<file path="src/lpht_pkg.sv">
// shared types, constants and codes for the linear probe hash table
`timescale 1ns / 1ps
`default_nettype none

package lpht_pkg;

    localparam int TABLE_SIZE_DEF = 16;

    localparam int OP_W          = 1;
    localparam int KEY_W         = 31;
    localparam int VALUE_W       = 32;
    localparam int STATUS_W      = 3;
    localparam int SLOT_W        = 4;
    localparam int ENTRY_COUNT_W = 5;
    localparam int MARK_W        = 2;
    localparam int WORD_W        = MARK_W + KEY_W + VALUE_W;

    localparam logic [OP_W-1:0] OP_INSERT = 1'b0;
    localparam logic [OP_W-1:0] OP_REMOVE = 1'b1;

    localparam logic [MARK_W-1:0] MARK_EMPTY = 2'd0;
    localparam logic [MARK_W-1:0] MARK_USED  = 2'd1;
    localparam logic [MARK_W-1:0] MARK_TOMB  = 2'd2;

    localparam logic [STATUS_W-1:0] ST_INSERTED = 3'd0;
    localparam logic [STATUS_W-1:0] ST_UPDATED  = 3'd1;
    localparam logic [STATUS_W-1:0] ST_REMOVED  = 3'd2;
    localparam logic [STATUS_W-1:0] ST_FULL     = 3'd3;
    localparam logic [STATUS_W-1:0] ST_MISSING  = 3'd4;

    localparam int MOD_BITS_PER_STEP = 8;
    localparam int MOD_STEPS         = 4;
    localparam int MOD_STEP_W        = 2;
    localparam int KEY_PAD_W         = MOD_BITS_PER_STEP * MOD_STEPS;

    typedef struct packed {
        logic [OP_W-1:0]           op;
        logic [KEY_W-1:0]          key;
        logic signed [VALUE_W-1:0] value;
    } in_item_t;

    typedef struct packed {
        logic [STATUS_W-1:0]      status;
        logic [SLOT_W-1:0]        slot;
        logic [ENTRY_COUNT_W-1:0] entry_count;
    } out_item_t;

    typedef struct packed {
        logic clear;
        logic start;
        logic mod_step;
        logic prime;
        logic probe;
        logic finish;
    } ctrl_cmd_t;

    typedef struct packed {
        logic clear_last;
        logic mod_last;
        logic stop;
        logic out_free;
    } dp_status_t;

endpackage

`default_nettype wire

</file>
<file path="src/lpht_ram.sv">
// generic single write port ram with registered read
`timescale 1ns / 1ps
`default_nettype none

module lpht_ram #(
    parameter int WIDTH = 8,
    parameter int DEPTH = 16
) (
    input  wire logic                     clk,
    input  wire logic                     we,
    input  wire logic [$clog2(DEPTH)-1:0] waddr,
    input  wire logic [WIDTH-1:0]         wdata,
    input  wire logic [$clog2(DEPTH)-1:0] raddr,
    output logic      [WIDTH-1:0]         rdata
);

    logic [WIDTH-1:0] mem [DEPTH];

    always_ff @(posedge clk)
    begin
        if (we)
        begin
            mem[waddr] <= wdata;
        end
        rdata <= mem[raddr];
    end

endmodule

`default_nettype wire

</file>
<file path="src/lpht_ctrl.sv">
// controller state machine for the linear probe hash table
`timescale 1ns / 1ps
`default_nettype none

module lpht_ctrl (
    input  wire logic                   clk,
    input  wire logic                   rst_n,
    input  wire logic                   in_valid,
    output logic                        in_ready,
    input  wire lpht_pkg::dp_status_t   status,
    output lpht_pkg::ctrl_cmd_t         cmd
);

    localparam logic [2:0] S_CLEAR  = 3'd0;
    localparam logic [2:0] S_IDLE   = 3'd1;
    localparam logic [2:0] S_HOME   = 3'd2;
    localparam logic [2:0] S_PRIME  = 3'd3;
    localparam logic [2:0] S_PROBE  = 3'd4;
    localparam logic [2:0] S_FINISH = 3'd5;

    logic [2:0] state_reg;
    logic [2:0] state_next;

    always_ff @(posedge clk or negedge rst_n)
    begin
        if (!rst_n)
        begin
            state_reg <= S_CLEAR;
        end
        else
        begin
            state_reg <= state_next;
        end
    end

    assign in_ready = (state_reg == S_IDLE);

    always_comb
    begin
        state_next   = state_reg;
        cmd          = '0;
        case (state_reg)
            S_CLEAR:
            begin
                cmd.clear = 1'b1;
                if (status.clear_last)
                begin
                    state_next = S_IDLE;
                end
            end
            S_IDLE:
            begin
                if (in_valid)
                begin
                    cmd.start  = 1'b1;
                    state_next = S_HOME;
                end
            end
            S_HOME:
            begin
                cmd.mod_step = 1'b1;
                if (status.mod_last)
                begin
                    state_next = S_PRIME;
                end
            end
            S_PRIME:
            begin
                cmd.prime  = 1'b1;
                state_next = S_PROBE;
            end
            S_PROBE:
            begin
                cmd.probe = 1'b1;
                if (status.stop)
                begin
                    state_next = S_FINISH;
                end
            end
            S_FINISH:
            begin
                if (status.out_free)
                begin
                    cmd.finish = 1'b1;
                    state_next = S_IDLE;
                end
            end
            default:
            begin
                state_next = S_CLEAR;
            end
        endcase
    end

endmodule

`default_nettype wire

</file>
<file path="src/lpht_dp.sv">
// datapath: home slot unit, probe counters, slot ram and output register
`timescale 1ns / 1ps
`default_nettype none

module lpht_dp #(
    parameter int TABLE_SIZE = lpht_pkg::TABLE_SIZE_DEF
) (
    input  wire logic                 clk,
    input  wire logic                 rst_n,
    input  wire lpht_pkg::ctrl_cmd_t  cmd,
    input  wire lpht_pkg::in_item_t   in_data,
    input  wire logic                 out_ready,
    output logic                      out_valid,
    output lpht_pkg::out_item_t       out_data,
    output lpht_pkg::dp_status_t      status
);

    localparam int IDX_W      = $clog2(TABLE_SIZE);
    localparam int REM_W      = IDX_W + 1;
    localparam int CNT_W      = $clog2(TABLE_SIZE + 1);
    localparam int SLOT_EXT_W = (IDX_W > lpht_pkg::SLOT_W) ? IDX_W : lpht_pkg::SLOT_W;
    localparam int CNT_EXT_W  = (CNT_W > lpht_pkg::ENTRY_COUNT_W) ? CNT_W
                                                                  : lpht_pkg::ENTRY_COUNT_W;
    localparam int MB         = lpht_pkg::MOD_BITS_PER_STEP;
    localparam int KP         = lpht_pkg::KEY_PAD_W;
    localparam int KW         = lpht_pkg::KEY_W;
    localparam int VW         = lpht_pkg::VALUE_W;
    localparam int WW         = lpht_pkg::WORD_W;

    // item registers
    logic [lpht_pkg::OP_W-1:0] op_reg;
    logic [KW-1:0]             key_reg;
    logic [VW-1:0]             value_reg;

    // home slot unit
    logic [KP-1:0]                    key_shift_reg;
    logic [lpht_pkg::MOD_STEP_W-1:0]  mod_step_reg;
    logic [IDX_W-1:0]                 rem_reg;
    logic [IDX_W-1:0]                 rem_next;
    logic [REM_W-1:0]                 rem_acc;
    logic [MB-1:0]                    mod_bits;

    // probe state
    logic [IDX_W-1:0] clr_idx_reg;
    logic [IDX_W-1:0] eval_pos_reg;
    logic [IDX_W-1:0] next_pos;
    logic [IDX_W-1:0] probe_n_reg;
    logic             have_free_reg;
    logic [IDX_W-1:0] free_pos_reg;
    logic             cand_have;
    logic [IDX_W-1:0] cand_pos;
    logic             last_probe;

    // ram
    logic             ram_we;
    logic [IDX_W-1:0] ram_waddr;
    logic [WW-1:0]    ram_wdata;
    logic [IDX_W-1:0] ram_raddr;
    logic [WW-1:0]    ram_rdata;

    logic [lpht_pkg::MARK_W-1:0] rd_mark;
    logic [KW-1:0]               rd_key;
    logic                        rd_used;
    logic                        rd_empty;
    logic                        rd_hit;

    // evaluation outcome
    logic                          stop;
    logic [lpht_pkg::STATUS_W-1:0] ev_status;
    logic [IDX_W-1:0]              ev_slot;
    logic                          ev_we;
    logic [WW-1:0]                 ev_wdata;
    logic                          ev_inc;
    logic                          ev_dec;

    logic [lpht_pkg::STATUS_W-1:0] res_status_reg;
    logic [IDX_W-1:0]              res_slot_reg;
    logic                          res_we_reg;
    logic [WW-1:0]                 res_wdata_reg;
    logic                          res_inc_reg;
    logic                          res_dec_reg;

    logic [CNT_W-1:0]      count_reg;
    logic [CNT_W-1:0]      count_next;
    logic [SLOT_EXT_W-1:0] slot_ext;
    logic [CNT_EXT_W-1:0]  count_ext;

    logic                  out_valid_reg;
    lpht_pkg::out_item_t   out_data_reg;

    // item capture
    always_ff @(posedge clk)
    begin
        if (cmd.start)
        begin
            op_reg    <= in_data.op;
            key_reg   <= in_data.key;
            value_reg <= in_data.value;
        end
    end

    // key mod table size, one byte of the key per step, msb first
    assign mod_bits = key_shift_reg[KP-1 -: MB];

    always_comb
    begin
        rem_acc = {1'b0, rem_reg};
        for (int i = 0; i < MB; i++)
        begin
            rem_acc = {rem_acc[IDX_W-1:0], mod_bits[MB-1-i]};
            if (rem_acc >= REM_W'(TABLE_SIZE))
            begin
                rem_acc = rem_acc - REM_W'(TABLE_SIZE);
            end
        end
        rem_next = rem_acc[IDX_W-1:0];
    end

    always_ff @(posedge clk)
    begin
        if (cmd.start)
        begin
            key_shift_reg <= KP'(in_data.key);
            rem_reg       <= '0;
        end
        else if (cmd.mod_step)
        begin
            key_shift_reg <= key_shift_reg << MB;
            rem_reg       <= rem_next;
        end
    end

    always_ff @(posedge clk or negedge rst_n)
    begin
        if (!rst_n)
        begin
            mod_step_reg <= '0;
        end
        else if (cmd.start)
        begin
            mod_step_reg <= '0;
        end
        else if (cmd.mod_step)
        begin
            mod_step_reg <= mod_step_reg + 1'b1;
        end
    end

    // clearing pass
    always_ff @(posedge clk or negedge rst_n)
    begin
        if (!rst_n)
        begin
            clr_idx_reg <= '0;
        end
        else if (cmd.clear)
        begin
            clr_idx_reg <= clr_idx_reg + 1'b1;
        end
    end

    // probe walk
    assign next_pos   = (eval_pos_reg == IDX_W'(TABLE_SIZE - 1)) ? '0 : eval_pos_reg + 1'b1;
    assign last_probe = (probe_n_reg == IDX_W'(TABLE_SIZE - 1));

    always_ff @(posedge clk or negedge rst_n)
    begin
        if (!rst_n)
        begin
            eval_pos_reg  <= '0;
            probe_n_reg   <= '0;
            have_free_reg <= 1'b0;
            free_pos_reg  <= '0;
        end
        else if (cmd.prime)
        begin
            eval_pos_reg  <= rem_reg;
            probe_n_reg   <= '0;
            have_free_reg <= 1'b0;
            free_pos_reg  <= '0;
        end
        else if (cmd.probe)
        begin
            eval_pos_reg  <= next_pos;
            probe_n_reg   <= probe_n_reg + 1'b1;
            have_free_reg <= cand_have;
            free_pos_reg  <= cand_pos;
        end
    end

    assign ram_raddr = cmd.prime ? rem_reg : next_pos;
    assign ram_we    = cmd.clear | (cmd.finish & res_we_reg);
    assign ram_waddr = cmd.clear ? clr_idx_reg : res_slot_reg;
    assign ram_wdata = cmd.clear ? {lpht_pkg::MARK_EMPTY, {(WW - lpht_pkg::MARK_W){1'b0}}}
                                 : res_wdata_reg;

    lpht_ram #(
        .WIDTH (WW),
        .DEPTH (TABLE_SIZE)
    ) u_slot_ram (
        .clk   (clk),
        .we    (ram_we),
        .waddr (ram_waddr),
        .wdata (ram_wdata),
        .raddr (ram_raddr),
        .rdata (ram_rdata)
    );

    assign rd_mark  = ram_rdata[WW-1 -: lpht_pkg::MARK_W];
    assign rd_key   = ram_rdata[VW +: KW];
    assign rd_used  = (rd_mark == lpht_pkg::MARK_USED);
    assign rd_empty = (rd_mark == lpht_pkg::MARK_EMPTY);
    assign rd_hit   = rd_used && (rd_key == key_reg);

    // empty slots, tombstones and unused codes count as free places for an insert
    assign cand_have = have_free_reg | ~rd_used;
    assign cand_pos  = have_free_reg ? free_pos_reg : eval_pos_reg;

    assign stop = rd_hit | rd_empty | last_probe;

    always_comb
    begin
        ev_status = lpht_pkg::ST_MISSING;
        ev_slot   = '0;
        ev_we     = 1'b0;
        ev_wdata  = {lpht_pkg::MARK_USED, key_reg, value_reg};
        ev_inc    = 1'b0;
        ev_dec    = 1'b0;
        if (op_reg == lpht_pkg::OP_INSERT)
        begin
            if (rd_hit)
            begin
                ev_status = lpht_pkg::ST_UPDATED;
                ev_slot   = eval_pos_reg;
                ev_we     = 1'b1;
            end
            else if (cand_have)
            begin
                ev_status = lpht_pkg::ST_INSERTED;
                ev_slot   = cand_pos;
                ev_we     = 1'b1;
                ev_inc    = 1'b1;
            end
            else
            begin
                ev_status = lpht_pkg::ST_FULL;
            end
        end
        else if (rd_hit)
        begin
            ev_status = lpht_pkg::ST_REMOVED;
            ev_slot   = eval_pos_reg;
            ev_we     = 1'b1;
            ev_wdata  = {lpht_pkg::MARK_TOMB, ram_rdata[WW-lpht_pkg::MARK_W-1:0]};
            ev_dec    = 1'b1;
        end
    end

    always_ff @(posedge clk)
    begin
        if (cmd.probe && stop)
        begin
            res_status_reg <= ev_status;
            res_slot_reg   <= ev_slot;
            res_wdata_reg  <= ev_wdata;
        end
    end

    always_ff @(posedge clk or negedge rst_n)
    begin
        if (!rst_n)
        begin
            res_we_reg  <= 1'b0;
            res_inc_reg <= 1'b0;
            res_dec_reg <= 1'b0;
        end
        else if (cmd.probe && stop)
        begin
            res_we_reg  <= ev_we;
            res_inc_reg <= ev_inc;
            res_dec_reg <= ev_dec;
        end
    end

    // entry count
    always_comb
    begin
        count_next = count_reg;
        if (res_inc_reg)
        begin
            count_next = count_reg + 1'b1;
        end
        else if (res_dec_reg && (count_reg != '0))
        begin
            count_next = count_reg - 1'b1;
        end
    end

    always_ff @(posedge clk or negedge rst_n)
    begin
        if (!rst_n)
        begin
            count_reg <= '0;
        end
        else if (cmd.finish)
        begin
            count_reg <= count_next;
        end
    end

    // output beat register
    assign slot_ext  = SLOT_EXT_W'(res_slot_reg);
    assign count_ext = CNT_EXT_W'(count_next);

    always_ff @(posedge clk or negedge rst_n)
    begin
        if (!rst_n)
        begin
            out_valid_reg <= 1'b0;
        end
        else if (cmd.finish)
        begin
            out_valid_reg <= 1'b1;
        end
        else if (out_ready)
        begin
            out_valid_reg <= 1'b0;
        end
    end

    always_ff @(posedge clk)
    begin
        if (cmd.finish)
        begin
            out_data_reg.status      <= res_status_reg;
            out_data_reg.slot        <= slot_ext[lpht_pkg::SLOT_W-1:0];
            out_data_reg.entry_count <= count_ext[lpht_pkg::ENTRY_COUNT_W-1:0];
        end
    end

    assign out_valid = out_valid_reg;
    assign out_data  = out_data_reg;

    assign status.clear_last = (clr_idx_reg == IDX_W'(TABLE_SIZE - 1));
    assign status.mod_last   = (mod_step_reg ==
                                lpht_pkg::MOD_STEP_W'(lpht_pkg::MOD_STEPS - 1));
    assign status.stop       = stop;
    assign status.out_free   = ~out_valid_reg | out_ready;

endmodule

`default_nettype wire

</file>
<file path="src/linear_probe_hash_table_unit.sv">
// top level of the linear probe hash table
// result path: start, home slot steps, priming read, p probes (1 to TABLE_SIZE), then finish once output is free
// items are taken one at a time, the single read port walking the slot ram; in_ready is low until the finish
// home slot: one key byte per cycle through the modulo unit
// reset: asynchronous, then a clearing pass marks every slot empty
// with in_ready low; entry count resets to zero
`timescale 1ns / 1ps
`default_nettype none

module linear_probe_hash_table_unit #(
    parameter int TABLE_SIZE = lpht_pkg::TABLE_SIZE_DEF
) (
    input  wire logic                 clk,
    input  wire logic                 rst_n,
    input  wire logic                 in_valid,
    output logic                      in_ready,
    input  wire lpht_pkg::in_item_t   in_data,
    output logic                      out_valid,
    input  wire logic                 out_ready,
    output lpht_pkg::out_item_t       out_data
);

    lpht_pkg::ctrl_cmd_t  cmd;
    lpht_pkg::dp_status_t status;

    lpht_ctrl u_ctrl (
        .clk      (clk),
        .rst_n    (rst_n),
        .in_valid (in_valid),
        .in_ready (in_ready),
        .status   (status),
        .cmd      (cmd)
    );

    lpht_dp #(
        .TABLE_SIZE (TABLE_SIZE)
    ) u_dp (
        .clk       (clk),
        .rst_n     (rst_n),
        .cmd       (cmd),
        .in_data   (in_data),
        .out_ready (out_ready),
        .out_valid (out_valid),
        .out_data  (out_data),
        .status    (status)
    );

endmodule

`default_nettype wire
</file>
<file path="config.mk">
export PLATFORM = sky130hd
export DESIGN_NAME = linear_probe_hash_table_unit
export DESIGN_NICKNAME = d
export VERILOG_FILES = /design/src/lpht_pkg.sv /design/src/lpht_ram.sv /design/src/lpht_ctrl.sv /design/src/lpht_dp.sv /design/src/linear_probe_hash_table_unit.sv
export SDC_FILE = /design/constraint.sdc
export NUM_CORES = 1
export LEC_CHECK = 0
export BUFFER_PORTS_ARGS = -buffer_cell sky130_fd_sc_hd__buf_2
export CELL_PAD_IN_SITES_DETAIL_PLACEMENT = 0
export CELL_PAD_IN_SITES_GLOBAL_PLACEMENT = 1
export CORE_ASPECT_RATIO = 0.7
export CORE_UTILIZATION = 25
export DETAILED_ROUTE_END_ITERATION = 12
export PLACE_DENSITY_LB_ADDON = 0.1
export SYNTH_ARGS = -nofsm -noshare
export SYNTH_HDL_FRONTEND = slang
export SYNTH_SLANG_ARGS = --single-unit
</file>
<file path="constraint.sdc">
create_clock -name clk -period 4.9 [get_ports clk]
set_clock_uncertainty 0.05 [all_clocks]
set_input_delay 0.735 -clock clk [delete_from_list [all_inputs] [get_ports clk]]
set_output_delay 0.735 -clock clk [all_outputs]
set_load 0.005 [all_outputs]
</file>
==> out/metrics.cfg <==
[sta]
min_clock_period_post_route_ps = 3804
maxSlewViolCount = 0
worst_setup_slack_after_layout_ps = 1096
min_period_over_period_pct = 77.64
hold_viol = 0
finalSetupTns_ps = 0
fmax_ghz = 0.2629
grt_setup_unrepaired = no
worst_pin_slew_ps = 1258
setup-violations-final = 0
worst_slew_margin_rel_pct = 15.77

[yosys]
synth_top_flop_cell = sky130_fd_sc_hd__edfxtp_1
synth.cells.most_frequent = sky130_fd_sc_hd__edfxtp_1, sky130_fd_sc_hd__nand2_1, sky130_fd_sc_hd__nand3_1
total_nets_after_synthesis = 2112
synth.lib_cells_used.distinct = 57
mapped_area_um2 = 27760
synthesis.instances = 2038
asyncSetResetFlopFracSynth_pct = 4.454
fraction_of_the_yosys_area_taken_by_sequential_cells_pct = 73.40
synthesis_warning_total = 0
post-synth-top-count-cell = sky130_fd_sc_hd__edfxtp_1
synthDominantCellAreaShare_pct = 67.94
syn_avg_cell_area_um2 = 13.62
area_leader_netlist = sky130_fd_sc_hd__edfxtp_1
ys_seq_elements = 696
synth_edf_count = 628
yosys-top-cells-area = sky130_fd_sc_hd__edfxtp_1, sky130_fd_sc_hd__nand2_1, sky130_fd_sc_hd__nand3_1

[final_layout]
nNetsFinal = 2160
syn_to_final_growth_pct = 16.80
diodes = 0
final_layout_size_suffix_gt1_share_pct = 13.19
largest_register_ffs = 528
stdcell_area_um2 = 32420

[global_routing]
gr-usage-all-layers_pct = 16.16
first_pass_grt_wire_length_um = 128600
grt_antenna_before_repair = 5
grt_max_degree = 139
globalRouteOverflowTotal = 0
grt_pass1_vias = 16650

[cts]
clock_tree.buffer_depth = 3
clkSlewWorstSetupHoldPaths_ps = 60
post_cts_gate_resize_count = 0
cts-htree-levels = 3
cts.repair_timing.setup_buffer_count = 0
cts_tree = done
cts_inserted_buffers = 75
clock_sink_count = 696
postCtsHoldBufs = 0
root_buffer = sky130_fd_sc_hd__clkbuf_16
worstSkewPairLatency_ps = 640

[placement]
routability_driven_placement_congestion_ratio = 0.7272
total_placed_instance_area_um2 = 30000
io_buffers = 49
placement.setup.worst_slack_ps = 1073
dp_hpwl_um = 52150

[setup_path]
maximum_fanout_along_the_worst_path = 17
cp_num_buf_inv = 2
critPathSlowestCell = sky130_fd_sc_hd__nand2_1
endpoint_kind = flip-flop
crit_top_cell = sky130_fd_sc_hd__buf_4
worstSetupPathType = flip-flop to flip-flop
cp-start-kind = flip-flop
cp.required_ps = 5360
setup.worst_path.start = u_ctrl.state_reg[0]
worst-endpoint-arrival_ps = 4260
crit_family = simple AND/OR/NAND/NOR gates
crit_chain = nand3b_1, buf_4, mux2_2, nand2_1, buf_4, nor2_1, nor4_1, or4_1
worst_r2r_startpoint = u_ctrl.state_reg[0]
critical-path-max-stage-delay_ps = 830

[drt]
post_route_wl_um = 90480
antenna_violation_net_count_after_detailed_routing = 0
drc = 0
wl_per_cell_um = 25.22
dr.first_iter.drc_count = 1349
num_vias = 16710
drtPass1Iterations = 5
via_per_inst = 4.660

[die]
die_w_um = 400.3
floorplan.rows = 101
pin_count = 82
std_cell_core_area_um2 = 109200
initial_standard_cell_utilization_of_the_core_pct = 25.42
fp.dieH_um = 280.8
design.die.area_um2 = 112400

[power_and_ir_drop]
leakage_nw = 11.12
totalPowerFinal_mw = 24.98
peakVddDrop_mv = 0.6834
powerDensity_nw_per_um2 = 770.3

[job]
drv_cap = 0

[run_status]
status = finished, final reports clean

[min_path]
worst_hold_path_type = primary input to async pin

[final timing paths]
kind	depth (start not counted)	to	slack (ps)
worst max-delay path	8	u_dp.u_slot_ram.rdata[63]	1100
worst min-delay path	1	u_ctrl.state_reg[1]	130
worst max register to register	8	u_dp.u_slot_ram.rdata[63]	1100
worst min register to register	0	u_dp.out_data[9]	380
max in group asynchronous	1	u_dp.have_free_reg	4180
min in group clk	1	u_dp.key_reg[15]	220
[power by group]
group | leakage [nW] | internal (mW) | switching, mW
clock network | 1.19 | 3.33 | 2.38
logic | 3.44 | 2.83 | 7.50
registers | 6.49 | 8.47 | 0.465
total | 11.1 | 14.6 | 10.3
[layout by cell type (no fill, tap or decap), drive strengths merged, types with 21 or more instances in the layout]
master | Yosys | layout
nand2 | 393 | 393
dfxtp | 37 | 37
or4 | 25 | 25
a211oi | 25 | 25
a21oi | 39 | 39
a22oi | 25 | 25
clkbuf | 73 | 116
nand3 | 216 | 216
mux2i | 78 | 78
and2 | 41 | 41
nor4 | 21 | 21
nor2 | 78 | 78
and3 | 34 | 34
xor2 | 26 | 26
edfxtp | 628 | 628
o211ai | 21 | 21
buf | 70 | 114
dfrtp | 31 | 31
[kinds of logic (layout without fill, tap and decap cells)]
| family | after synthesis | count (layout) | share of synthesized area, % |
|---|---|---|---|
| xor gates and xnor gates | 42 | 42 | 1.325 |
| adders and majority gates | 6 | 6 | 0.2704 |
| muxes | 95 | 95 | 3.502 |
| AOI/OAI and AO/OA | 185 | 185 | 4.733 |
| DFF | 696 | 696 | 73.40 |
| buffers and inverters | 155 | 262 | 2.439 |
| and+or+nand+nor | 859 | 859 | 14.33 |
[worst reg2reg max path: cells and delay by family, from the launching register on]
family	cells	cell delay [ps]
mux	1	490
simple gates	5	1730
flops	1	660
buf+inv	2	750
[routing by layer]
layer | vias up | global-route usage [%] | part of all wire (%)
li1 | 7622 | - | -
met1 | 8646 | 24.66 | 52
met2 | 342 | 22.97 | 41
met3 | 102 | 3.841 | 4.9
met4 | 2 | 3.136 | 1.6
met5 | - | 0 | 0.013
[through the flow]
| stage | util [%] | hold slack, ps | std cells |
|---|---|---|---|
| after floorplan | - | 350.3 | 2038 |
| after global placement | 27.47 | 365.4 | 3451 |
| after detailed placement | 27.47 | 374.4 | 3451 |
| after CTS | 29.69 | 116.5 | 3587 |
| after global routing | 29.69 | 160.8 | 3587 |
| final | 29.69 | 127.7 | 3587 |
[area by class of cell]
class / instances / area, um^2
well taps: 1442 / 1804
flip-flops and latches: 696 / 20380
inverters: 12 / 45.04
clock buffers: 116 / 2226
clock inverters: 20 / 200.2
repair buffers: 114 / 858.3
fillers: 10990 / 76760
multi-input cells: 1187 / 6913
No activity file was read; power rests on OpenSTA's default activity.
